### config.mk
export PLATFORM = sky130hd
export DESIGN_NAME = ip_address_pool_allocator
export DESIGN_NICKNAME = d
export VERILOG_FILES = /design/src/ipap_pkg.sv /design/src/ip_address_pool_allocator.sv /design/src/ipap_ram.sv
export SDC_FILE = /design/constraint.sdc
export NUM_CORES = 2
export LEC_CHECK = 0
export BUFFER_PORTS_ARGS = -buffer_cell sky130_fd_sc_hd__buf_4
export CAP_MARGIN = 40
export CORE_UTILIZATION = 60
export CTS_CLUSTER_DIAMETER = 30
export DETAILED_ROUTE_END_ITERATION = 10
export PLACE_DENSITY = 0.76
export SYNTH_ARGS = -nofsm -noshare
export SYNTH_HDL_FRONTEND = slang
export SYNTH_SLANG_ARGS = --single-unit
export TNS_END_PERCENT = 50
### constraint.sdc
create_clock -name clock -period 13.8 [get_ports clock]
set_clock_uncertainty 0.1 [all_clocks]
set_input_delay 0 -clock clock [delete_from_list [all_inputs] [get_ports clock]]
set_output_delay 0 -clock clock [all_outputs]
set_load 0.005 [all_outputs]
### src/ipap_pkg.sv
`timescale 1ns / 1ps
// ----------------------------------------------------------------------------
// ipap_pkg
// Shared constants, codes and types of the IPv4 address pool allocator.
// ----------------------------------------------------------------------------
package ipap_pkg;

   localparam int POOL_SIZE = 256;
   localparam int IDX_W     = $clog2(POOL_SIZE);
   localparam int CNT_W     = $clog2(POOL_SIZE + 1);
   localparam int ADDR_W    = 32;

   // lease bit memory word layout
   localparam int BITS_W    = 2;
   localparam int BIT_ACT   = 0;
   localparam int BIT_KNOWN = 1;

   localparam logic [ADDR_W-1:0] POOL_LAST = ADDR_W'(POOL_SIZE - 1);
   localparam logic [CNT_W-1:0]  POOL_CNT  = CNT_W'(POOL_SIZE);

   typedef enum logic [1:0] {
      ST_OK          = 2'd0,
      ST_NOT_LEASED  = 2'd1,
      ST_EXHAUSTED   = 2'd2,
      ST_NONE_FOUND  = 2'd3
   } status_type;

   typedef enum logic {
      OP_ALLOC   = 1'b0,
      OP_RELEASE = 1'b1
   } op_type;

   typedef enum logic [1:0] {
      REG_NETWORK = 2'd0,
      REG_MASK    = 2'd1,
      REG_GATEWAY = 2'd2,
      REG_NONE    = 2'd3
   } reg_type;

   typedef enum logic [3:0] {
      S_CLEAR,
      S_IDLE,
      S_REL_CHECK,
      S_REL_READ,
      S_POP,
      S_POP_READ,
      S_POP_CHECK,
      S_SCAN_START,
      S_SCAN,
      S_RESP
   } state_type;

endpackage

### src/ip_address_pool_allocator.sv
`timescale 1ns / 1ps
// ----------------------------------------------------------------------------
// ip_address_pool_allocator
// Leases IPv4 addresses from gateway+1 up to broadcast-1, clipped to the pool
// size, with a LIFO of released indices and a next-fit scan with wrap.
// ----------------------------------------------------------------------------
//
//  channel | dir | handshake           | payload
//  --------+-----+---------------------+-----------------------------------------
//  req     | in  | req_tvalid/tready   | tuser: operation; tdata: release_addr
//  rsp     | out | rsp_tvalid/tready   | tuser: status; tdata: granted, counts
//  csr     | in  | csr_we              | csr_addr: register, csr_wdata: value
//
//  A release checks the address range, then, when inside it, reads and updates
//  the lease bit memory. An allocate pops stack entries, dropping entries past
//  the range or already leased, and grants the first free one, else scans the
//  lease bits (up to 256 entries); the one read port of the lease bit memory sets the pace.
//  After reset and after every write to the network, mask or gateway register
//  a clearing pass sweeps all 256 entries of the lease bit memory; no request
//  is taken meanwhile.
//  A new request is taken while a result still waits in the output register;
//  a finished result holds until that register is free.
// ----------------------------------------------------------------------------
module ip_address_pool_allocator (
   input  logic        clock,
   input  logic        reset,
   // csr
   input  logic        csr_we,
   input  logic [1:0]  csr_addr,
   input  logic [31:0] csr_wdata,
   // req
   input  logic        req_tvalid,
   output logic        req_tready,
   input  logic [31:0] req_tdata,   // [31:0] release_addr
   input  logic        req_tuser,   // [0] operation
   // rsp
   output logic        rsp_tvalid,
   input  logic        rsp_tready,
   output logic [63:0] rsp_tdata,   // [31:0] granted_addr, [40:32] total_count,
                                    // [49:41] held_count, [58:50] free_count
   output logic [1:0]  rsp_tuser    // [1:0] status
);

   localparam int IW = ipap_pkg::IDX_W;
   localparam int CW = ipap_pkg::CNT_W;
   localparam int AW = ipap_pkg::ADDR_W;
   localparam int BW = ipap_pkg::BITS_W;

   ipap_pkg::state_type state_ff, state_in;

   logic [AW-1:0] net_ff, mask_ff, gw_ff;
   logic [AW-1:0] lo_ff, lo_in, hi_ff, hi_in;
   logic [CW-1:0] total_ff, total_in;

   logic [IW-1:0] clr_ff, clr_in;
   logic [CW-1:0] depth_ff, depth_in;
   logic [IW-1:0] next_ff, next_in;
   logic [CW-1:0] lease_ff, lease_in;
   logic [IW-1:0] idx_ff, idx_in;
   logic [CW-1:0] tries_ff, tries_in;

   logic [AW-1:0]        addr_ff;
   ipap_pkg::status_type res_status_ff, res_status_in;
   logic [AW-1:0]        res_granted_ff, res_granted_in;

   logic                 rsp_valid_ff;
   logic [1:0]           rsp_status_ff;
   logic [AW-1:0]        rsp_granted_ff;
   logic [CW-1:0]        rsp_total_ff, rsp_leased_ff, rsp_free_ff;

   // memory ports
   logic          bits_we;
   logic [IW-1:0] bits_waddr, bits_raddr;
   logic [BW-1:0] bits_wdata, bits_rdata;
   logic          stk_we;
   logic [IW-1:0] stk_waddr, stk_raddr, stk_rdata;

   logic          accept;
   logic          rsp_free;
   logic          cfg_hit;
   logic [AW-1:0] rel_off;
   logic          rel_in_range;
   logic          pop_in_range;
   logic [CW-1:0] scan_inc;
   logic [IW-1:0] scan_next;
   logic [IW-1:0] scan_first;
   logic          scan_last;

   ipap_ram #(.DATA_W(BW), .DEPTH(ipap_pkg::POOL_SIZE)) u_bits (
      .clock (clock),
      .we    (bits_we),
      .waddr (bits_waddr),
      .wdata (bits_wdata),
      .raddr (bits_raddr),
      .rdata (bits_rdata)
   );

   ipap_ram #(.DATA_W(IW), .DEPTH(ipap_pkg::POOL_SIZE)) u_stack (
      .clock (clock),
      .we    (stk_we),
      .waddr (stk_waddr),
      .wdata (idx_ff),
      .raddr (stk_raddr),
      .rdata (stk_rdata)
   );

   assign accept   = req_tvalid && req_tready;
   assign rsp_free = !rsp_valid_ff || rsp_tready;
   assign cfg_hit  = csr_we && (ipap_pkg::reg_type'(csr_addr) != ipap_pkg::REG_NONE);

   // range limits, registered in two steps; settled long before the clear ends
   assign lo_in = gw_ff + AW'(1);
   assign hi_in = (net_ff | ~mask_ff) - AW'(1);

   always_comb begin
      if (hi_ff < lo_ff) begin
         total_in = '0;
      end else if ((hi_ff - lo_ff) >= ipap_pkg::POOL_LAST) begin
         total_in = ipap_pkg::POOL_CNT;
      end else begin
         total_in = CW'(hi_ff - lo_ff) + CW'(1);
      end
   end

   assign rel_off      = addr_ff - lo_ff;
   assign rel_in_range = rel_off < AW'(total_ff);
   assign pop_in_range = CW'(stk_rdata) < total_ff;
   assign scan_inc     = CW'(idx_ff) + CW'(1);
   assign scan_next    = (scan_inc < total_ff) ? scan_inc[IW-1:0] : '0;
   assign scan_first   = (CW'(next_ff) < total_ff) ? next_ff : '0;
   assign scan_last    = (tries_ff == (total_ff - CW'(1)));

   // next state
   always_comb begin
      state_in = state_ff;
      unique case (state_ff)
         ipap_pkg::S_CLEAR: begin
            if (clr_ff == IW'(ipap_pkg::POOL_SIZE - 1)) state_in = ipap_pkg::S_IDLE;
         end
         ipap_pkg::S_IDLE: begin
            if (accept) begin
               state_in = (ipap_pkg::op_type'(req_tuser) == ipap_pkg::OP_RELEASE)
                          ? ipap_pkg::S_REL_CHECK : ipap_pkg::S_POP;
            end
         end
         ipap_pkg::S_REL_CHECK: begin
            state_in = rel_in_range ? ipap_pkg::S_REL_READ : ipap_pkg::S_RESP;
         end
         ipap_pkg::S_REL_READ: state_in = ipap_pkg::S_RESP;
         ipap_pkg::S_POP: begin
            state_in = (depth_ff != '0) ? ipap_pkg::S_POP_READ : ipap_pkg::S_SCAN_START;
         end
         ipap_pkg::S_POP_READ: begin
            state_in = pop_in_range ? ipap_pkg::S_POP_CHECK : ipap_pkg::S_POP;
         end
         ipap_pkg::S_POP_CHECK: begin
            state_in = bits_rdata[ipap_pkg::BIT_ACT] ? ipap_pkg::S_POP : ipap_pkg::S_RESP;
         end
         ipap_pkg::S_SCAN_START: begin
            state_in = (lease_ff >= total_ff) ? ipap_pkg::S_RESP : ipap_pkg::S_SCAN;
         end
         ipap_pkg::S_SCAN: begin
            if (!bits_rdata[ipap_pkg::BIT_ACT] || scan_last) state_in = ipap_pkg::S_RESP;
         end
         ipap_pkg::S_RESP: begin
            if (rsp_free) state_in = ipap_pkg::S_IDLE;
         end
         default: state_in = ipap_pkg::S_CLEAR;
      endcase
      // a write to the network, mask or gateway register restarts the clearing pass
      if (cfg_hit) state_in = ipap_pkg::S_CLEAR;
   end

   // datapath and memory control
   always_comb begin
      req_tready     = (state_ff == ipap_pkg::S_IDLE);
      clr_in         = clr_ff;
      depth_in       = depth_ff;
      next_in        = next_ff;
      lease_in       = lease_ff;
      idx_in         = idx_ff;
      tries_in       = tries_ff;
      res_status_in  = res_status_ff;
      res_granted_in = res_granted_ff;
      bits_we        = 1'b0;
      bits_waddr     = idx_ff;
      bits_wdata     = '0;
      bits_raddr     = idx_ff;
      stk_we         = 1'b0;
      stk_waddr      = depth_ff[IW-1:0];
      stk_raddr      = IW'(depth_ff - CW'(1));

      unique case (state_ff)
         ipap_pkg::S_CLEAR: begin
            bits_we    = 1'b1;
            bits_waddr = clr_ff;
            clr_in     = clr_ff + IW'(1);
         end
         ipap_pkg::S_IDLE: begin
            if (accept) begin
               res_status_in  = ipap_pkg::ST_OK;
               res_granted_in = '0;
            end
         end
         ipap_pkg::S_REL_CHECK: begin
            idx_in     = rel_off[IW-1:0];
            bits_raddr = rel_off[IW-1:0];
            if (!rel_in_range) res_status_in = ipap_pkg::ST_NOT_LEASED;
         end
         ipap_pkg::S_REL_READ: begin
            if (!bits_rdata[ipap_pkg::BIT_KNOWN]) begin
               res_status_in = ipap_pkg::ST_NOT_LEASED;
            end else if (bits_rdata[ipap_pkg::BIT_ACT]) begin
               bits_we                          = 1'b1;
               bits_wdata[ipap_pkg::BIT_KNOWN]  = 1'b1;
               if (depth_ff < ipap_pkg::POOL_CNT) begin
                  stk_we   = 1'b1;
                  depth_in = depth_ff + CW'(1);
               end
               if (lease_ff != '0) lease_in = lease_ff - CW'(1);
            end
         end
         ipap_pkg::S_POP: begin
            // pop and read the top entry
            if (depth_ff != '0) depth_in = depth_ff - CW'(1);
         end
         ipap_pkg::S_POP_READ: begin
            idx_in     = stk_rdata;
            bits_raddr = stk_rdata;
         end
         ipap_pkg::S_POP_CHECK: begin
            if (!bits_rdata[ipap_pkg::BIT_ACT]) begin
               bits_we        = 1'b1;
               bits_wdata     = '1;
               lease_in       = lease_ff + CW'(1);
               res_granted_in = lo_ff + AW'(idx_ff);
            end
         end
         ipap_pkg::S_SCAN_START: begin
            idx_in     = scan_first;
            bits_raddr = scan_first;
            tries_in   = '0;
            if (lease_ff >= total_ff) res_status_in = ipap_pkg::ST_EXHAUSTED;
         end
         ipap_pkg::S_SCAN: begin
            // data of idx_ff arrives while the next entry is read
            bits_raddr = scan_next;
            if (!bits_rdata[ipap_pkg::BIT_ACT]) begin
               bits_we        = 1'b1;
               bits_wdata     = '1;
               lease_in       = lease_ff + CW'(1);
               next_in        = scan_next;
               res_granted_in = lo_ff + AW'(idx_ff);
            end else if (scan_last) begin
               res_status_in = ipap_pkg::ST_NONE_FOUND;
            end else begin
               idx_in   = scan_next;
               tries_in = tries_ff + CW'(1);
            end
         end
         ipap_pkg::S_RESP: begin
         end
         default: begin
         end
      endcase

      if (cfg_hit) begin
         clr_in   = '0;
         depth_in = '0;
         next_in  = '0;
         lease_in = '0;
      end
   end

   always_ff @(posedge clock) begin
      if (reset) begin
         state_ff     <= ipap_pkg::S_CLEAR;
         net_ff       <= '0;
         mask_ff      <= '0;
         gw_ff        <= '0;
         clr_ff       <= '0;
         depth_ff     <= '0;
         next_ff      <= '0;
         lease_ff     <= '0;
         rsp_valid_ff <= 1'b0;
      end else begin
         state_ff <= state_in;
         clr_ff   <= clr_in;
         depth_ff <= depth_in;
         next_ff  <= next_in;
         lease_ff <= lease_in;
         if (csr_we) begin
            unique case (ipap_pkg::reg_type'(csr_addr))
               ipap_pkg::REG_NETWORK: net_ff  <= csr_wdata;
               ipap_pkg::REG_MASK:    mask_ff <= csr_wdata;
               ipap_pkg::REG_GATEWAY: gw_ff   <= csr_wdata;
               default: begin
               end
            endcase
         end
         if (state_ff == ipap_pkg::S_RESP && rsp_free) begin
            rsp_valid_ff <= 1'b1;
         end else if (rsp_tready) begin
            rsp_valid_ff <= 1'b0;
         end
      end
   end

   // payload registers
   always_ff @(posedge clock) begin
      lo_ff          <= lo_in;
      hi_ff          <= hi_in;
      total_ff       <= total_in;
      idx_ff         <= idx_in;
      tries_ff       <= tries_in;
      res_status_ff  <= res_status_in;
      res_granted_ff <= res_granted_in;
      if (accept) begin
         addr_ff <= req_tdata;
      end
      if (state_ff == ipap_pkg::S_RESP && rsp_free) begin
         rsp_status_ff  <= res_status_ff;
         rsp_granted_ff <= res_granted_ff;
         rsp_total_ff   <= total_ff;
         rsp_leased_ff  <= lease_ff;
         rsp_free_ff    <= (lease_ff <= total_ff) ? (total_ff - lease_ff) : '0;
      end
   end

   assign rsp_tvalid = rsp_valid_ff;
   assign rsp_tuser  = rsp_status_ff;
   assign rsp_tdata  = {5'd0, rsp_free_ff, rsp_leased_ff, rsp_total_ff, rsp_granted_ff};

endmodule

### src/ipap_ram.sv
`timescale 1ns / 1ps
// ----------------------------------------------------------------------------
// ipap_ram
// Simple dual-port RAM: one write port, one read port with registered data.
// ----------------------------------------------------------------------------
module ipap_ram #(
   parameter int DATA_W = 8,
   parameter int DEPTH  = 256
) (
   input  logic                      clock,
   input  logic                      we,
   input  logic [$clog2(DEPTH)-1:0]  waddr,
   input  logic [DATA_W-1:0]         wdata,
   input  logic [$clog2(DEPTH)-1:0]  raddr,
   output logic [DATA_W-1:0]         rdata
);

   logic [DATA_W-1:0] mem [DEPTH];
   logic [DATA_W-1:0] rdata_ff;

   always_ff @(posedge clock) begin
      if (we) begin
         mem[waddr] <= wdata;
      end
   end

   always_ff @(posedge clock) begin
      rdata_ff <= mem[raddr];
   end

   assign rdata = rdata_ff;

endmodule

==> flow_summary.toml <==
[setup_path]
cpMostUsedCell = "buf_4"
worstPathCellList = "buf_12, nand3_1, nor2_1, xor2_1, ha_1, a21oi_1, o21ai_0, or2_2, nor3_1, nand2b_4, buf_4, buf_16, buf_4, nand2_1, a31oi_1, nand4_1, a22oi_1, mux2_2, o22ai_1, a211oi_1"
r2r-end = "u_bits.rdata[0]"
crit_cells = 20
crit_buf_inv = 4
crit_path_max_fanout = 261
r2r_start = "idx_ff[2]"
cp_slowest_stage_delay_ns = 0.83
slowest_stage = "buf_12"
worstRegToRegCells = 20
cp-end-kind = "flip-flop"
r2r_slack_ns = 6.76
path_class = "reg -> reg"
critPathRequiredTime_ns = 14.58
worstPathArrival_ns = 7.82
cp-start-kind = "flip-flop"
crit_family = "buffers and inverters"

[global_routing]
grtUsageTotal_pct = 33.3
grt_pass1_vias = 72900
grt_max_degree = 265
grt_pass1_wl_um = 492000
gr-total-overflow = 0
antenna_found_initial = 21

[timing]
tns_ns = 0
fmax_mhz = 142
hold_viol = 0
maxSlewHeadroom_pct = -1.33
worst_slack_ns = 6.76
final.min_clock_period_ns = 7.04
timing.hold.ws_ns = 0.155
period_share_pct = 51.0
tightest_slew_ns = 1.52
rsz0062_at_grt = "false"
drv_slew = 30
setup_viol = 0

[synth]
synthCells = 7213
netlist_top_cells_count = "edfxtp_1, nand2_1, nor2_1"
synthTopCellsByArea = "edfxtp_1, mux4_2, dfxtp_1"
synth.most_common_cell = "edfxtp_1"
synthFlopType = "edfxtp_1"
yosysWarnings = 0
async_reset_ff_share_pct = 0
yosysUniqueCellTypes = 97
syn_avg_cell_area_um2 = 16.6
synth_top_area_share_pct = 67.8
synth_enable_flop_cells = 2704
synth_top_area_cell = "edfxtp_1"
netlist_area_mm2 = 0.120
ys_seq_area_share_pct = 71.4
yosys_register_bits = 2922

[worst_hold_path]
min_from = "req_tuser"
hold_class = "in -> reg"
whs_path_depth = 7
min_to = "state_ff[2]"

[job]
max_cap_violations = 0

[die]
rows = 163
die_w_um = 449
die_h_um = 449
design.core.area_mm2 = 0.198
io_pins = 140
start_util_pct = 60.5
dieArea_mm2 = 0.201

[final_layout]
final_area_mm2 = 0.143
n_fill_cell = 10900
drive_above_1_share_pct = 23.1
syn_to_final_growth_pct = 19.7
finalNetCount = 7997

[placement]
post-dp-hpwl_um = 173000
port-buffer-count = 134
pre_cts_ws_ns = 6.93
place_congestion = 0.903
place_area_mm2 = 0.125

[clock_tree]
cts_tree = "built"
ctsResizeCount = 0
htree_levels = 5
clock_sinks = 2922
postCtsSetupBuffers = 0
cts-root-buf = "clkbuf_16"
cts_made_buffers = 492
clock_path_buffers = 4
cts.clk_slew.worst_paths_ns = 0.05
clk_latency_ns = 1.02
cts_hold_buf = 154

[drt]
routedWlPerCell_um = 30.9
num_vias = 72000
drt_first_iter_violations = 9310
ant_nets = 0
routed_wl_um = 335000
firstDrtPassIters = 6
vias_per_cell = 6.63
post-route-drc-count = 0

[power_and_ir_drop]
p_leak_nw = 46.2
vdd_ir_drop_max_v = 0.000205
p_per_area_mw_per_mm2 = 156
p_total_mw = 22.3

[run_status]
outcome = "finished, violations left"
violations = "max-slew violations"
[final cells by class]
type	count	area (um2)	area share [%]
Inverter	111	422	0.294
Clock inverter	366	4160	2.90
Clock buffer	546	12700	8.87
Tap cell	2640	3300	2.30
Sequential cell	2922	85600	59.7
Antenna cell	9	22.5	0.0157
Multi-Input combinational cell	3790	32400	22.6
Timing Repair Buffer	475	4740	3.30
[worst max path at each step]
| stage | slack (ns) | to | startpoint |
|---|---|---|---|
| final | 6.76 | u_bits.rdata[0] | idx_ff[2] |
| after global routing | 6.32 | u_bits.rdata[0] | idx_ff[2] |
| after CTS | 6.85 | u_bits.rdata[0] | idx_ff[2] |
| after detailed placement | 6.93 | u_bits.rdata[0] | idx_ff[2] |
| after global placement | 6.82 | u_bits.rdata[0] | idx_ff[3] |
| after floorplan | 1.88 | u_bits.mem[143][1] | state_ff[2] |
[power breakdown]
group          switching (mW)  total (mW)  internal [mW]
Clock                    4.54        12.5           7.96
Combinational           0.132       0.233          0.102
Sequential             0.0134        9.57           9.55
[cell usage in the layout (no fill, tap or decap), types with 15 or more instances in the layout]
master	instances
edfxtp_1	2704
nand2_1	887
mux4_2	680
nor2_1	679
clkbuf_16	497
buf_4	257
nand3_1	240
dfxtp_1	217
a21oi_1	200
dlygate4sd3_1	154
ha_1	127
xnor2_1	121
inv_1	110
o21ai_0	77
a31oi_1	77
clkinv_2	73
bufinv_16	69
clkinvlp_4	66
a21o_1	63
nand4_1	53
xor2_1	51
clkinv_1	51
nor2b_1	46
inv_6	44
clkinv_4	44
nand2b_1	40
clkbuf_1	40
nor3_1	39
o2111ai_1	33
buf_16	26
and3_1	22
a211oi_1	20
or3_1	17
buf_12	17
and2_1	16
a22oi_1	16
nor3b_1	15
[cells by family after synthesis]
kind of cell / count (synthesis) / synth area share [%]
flip-flops: 2922 / 71.4
AND/OR/NAND/NOR: 2146 / 7.77
multiplexers: 696 / 12.9
AO/OA/AOI/OAI: 634 / 3.50
buffers and inverters: 505 / 1.65
XOR/XNOR: 176 / 1.29
adder cells (fa/ha/maj): 133 / 1.42
other: 1 / 0.00313
[state kept, by name, summed over array words and instances, names as in the netlist, 32 cells and up]
| signal | flops |
|---|---|
| rsp_granted_ff | 32 |
| addr_ff | 32 |
| net_ff | 32 |
| mask_ff | 32 |
| hi_ff | 32 |
| u_stack.mem | 2048 |
| lo_ff | 32 |
| res_granted_ff | 32 |
| u_bits.mem | 512 |
| gw_ff | 32 |
[worst reg2reg max path, stage by stage (launching register included)]
cell	delay, ns
edfxtp_1	0.49
buf_12	0.83
nand3_1	0.34
nor2_1	0.20
xor2_1	0.27
ha_1	0.31
a21oi_1	0.13
o21ai_0	0.11
or2_2	0.30
nor3_1	0.31
nand2b_4	0.57
buf_4	0.40
buf_16	0.35
buf_4	0.81
nand2_1	0.20
a31oi_1	0.21
nand4_1	0.17
a22oi_1	0.32
mux2_2	0.24
o22ai_1	0.09
a211oi_1	0.21
[metal layers]
metal,up-vias,share of wire [%],GRT usage [%]
met3,1096,10,7.60
met1,36400,35,42.7
met5,-,0.047,0
li1,29400,-,-
met4,22,5.6,16.9
met2,5096,49,53.8
[stage by stage]
step / util (%) / cells
global placement: 62.4 / 9679
detailed placement: 63.0 / 9751
CTS: 72.3 / 10800
floorplan: - / 7217
global route: 72.4 / 10900
finish: 72.5 / 10900
No activity file was read; power rests on OpenSTA's default activity.
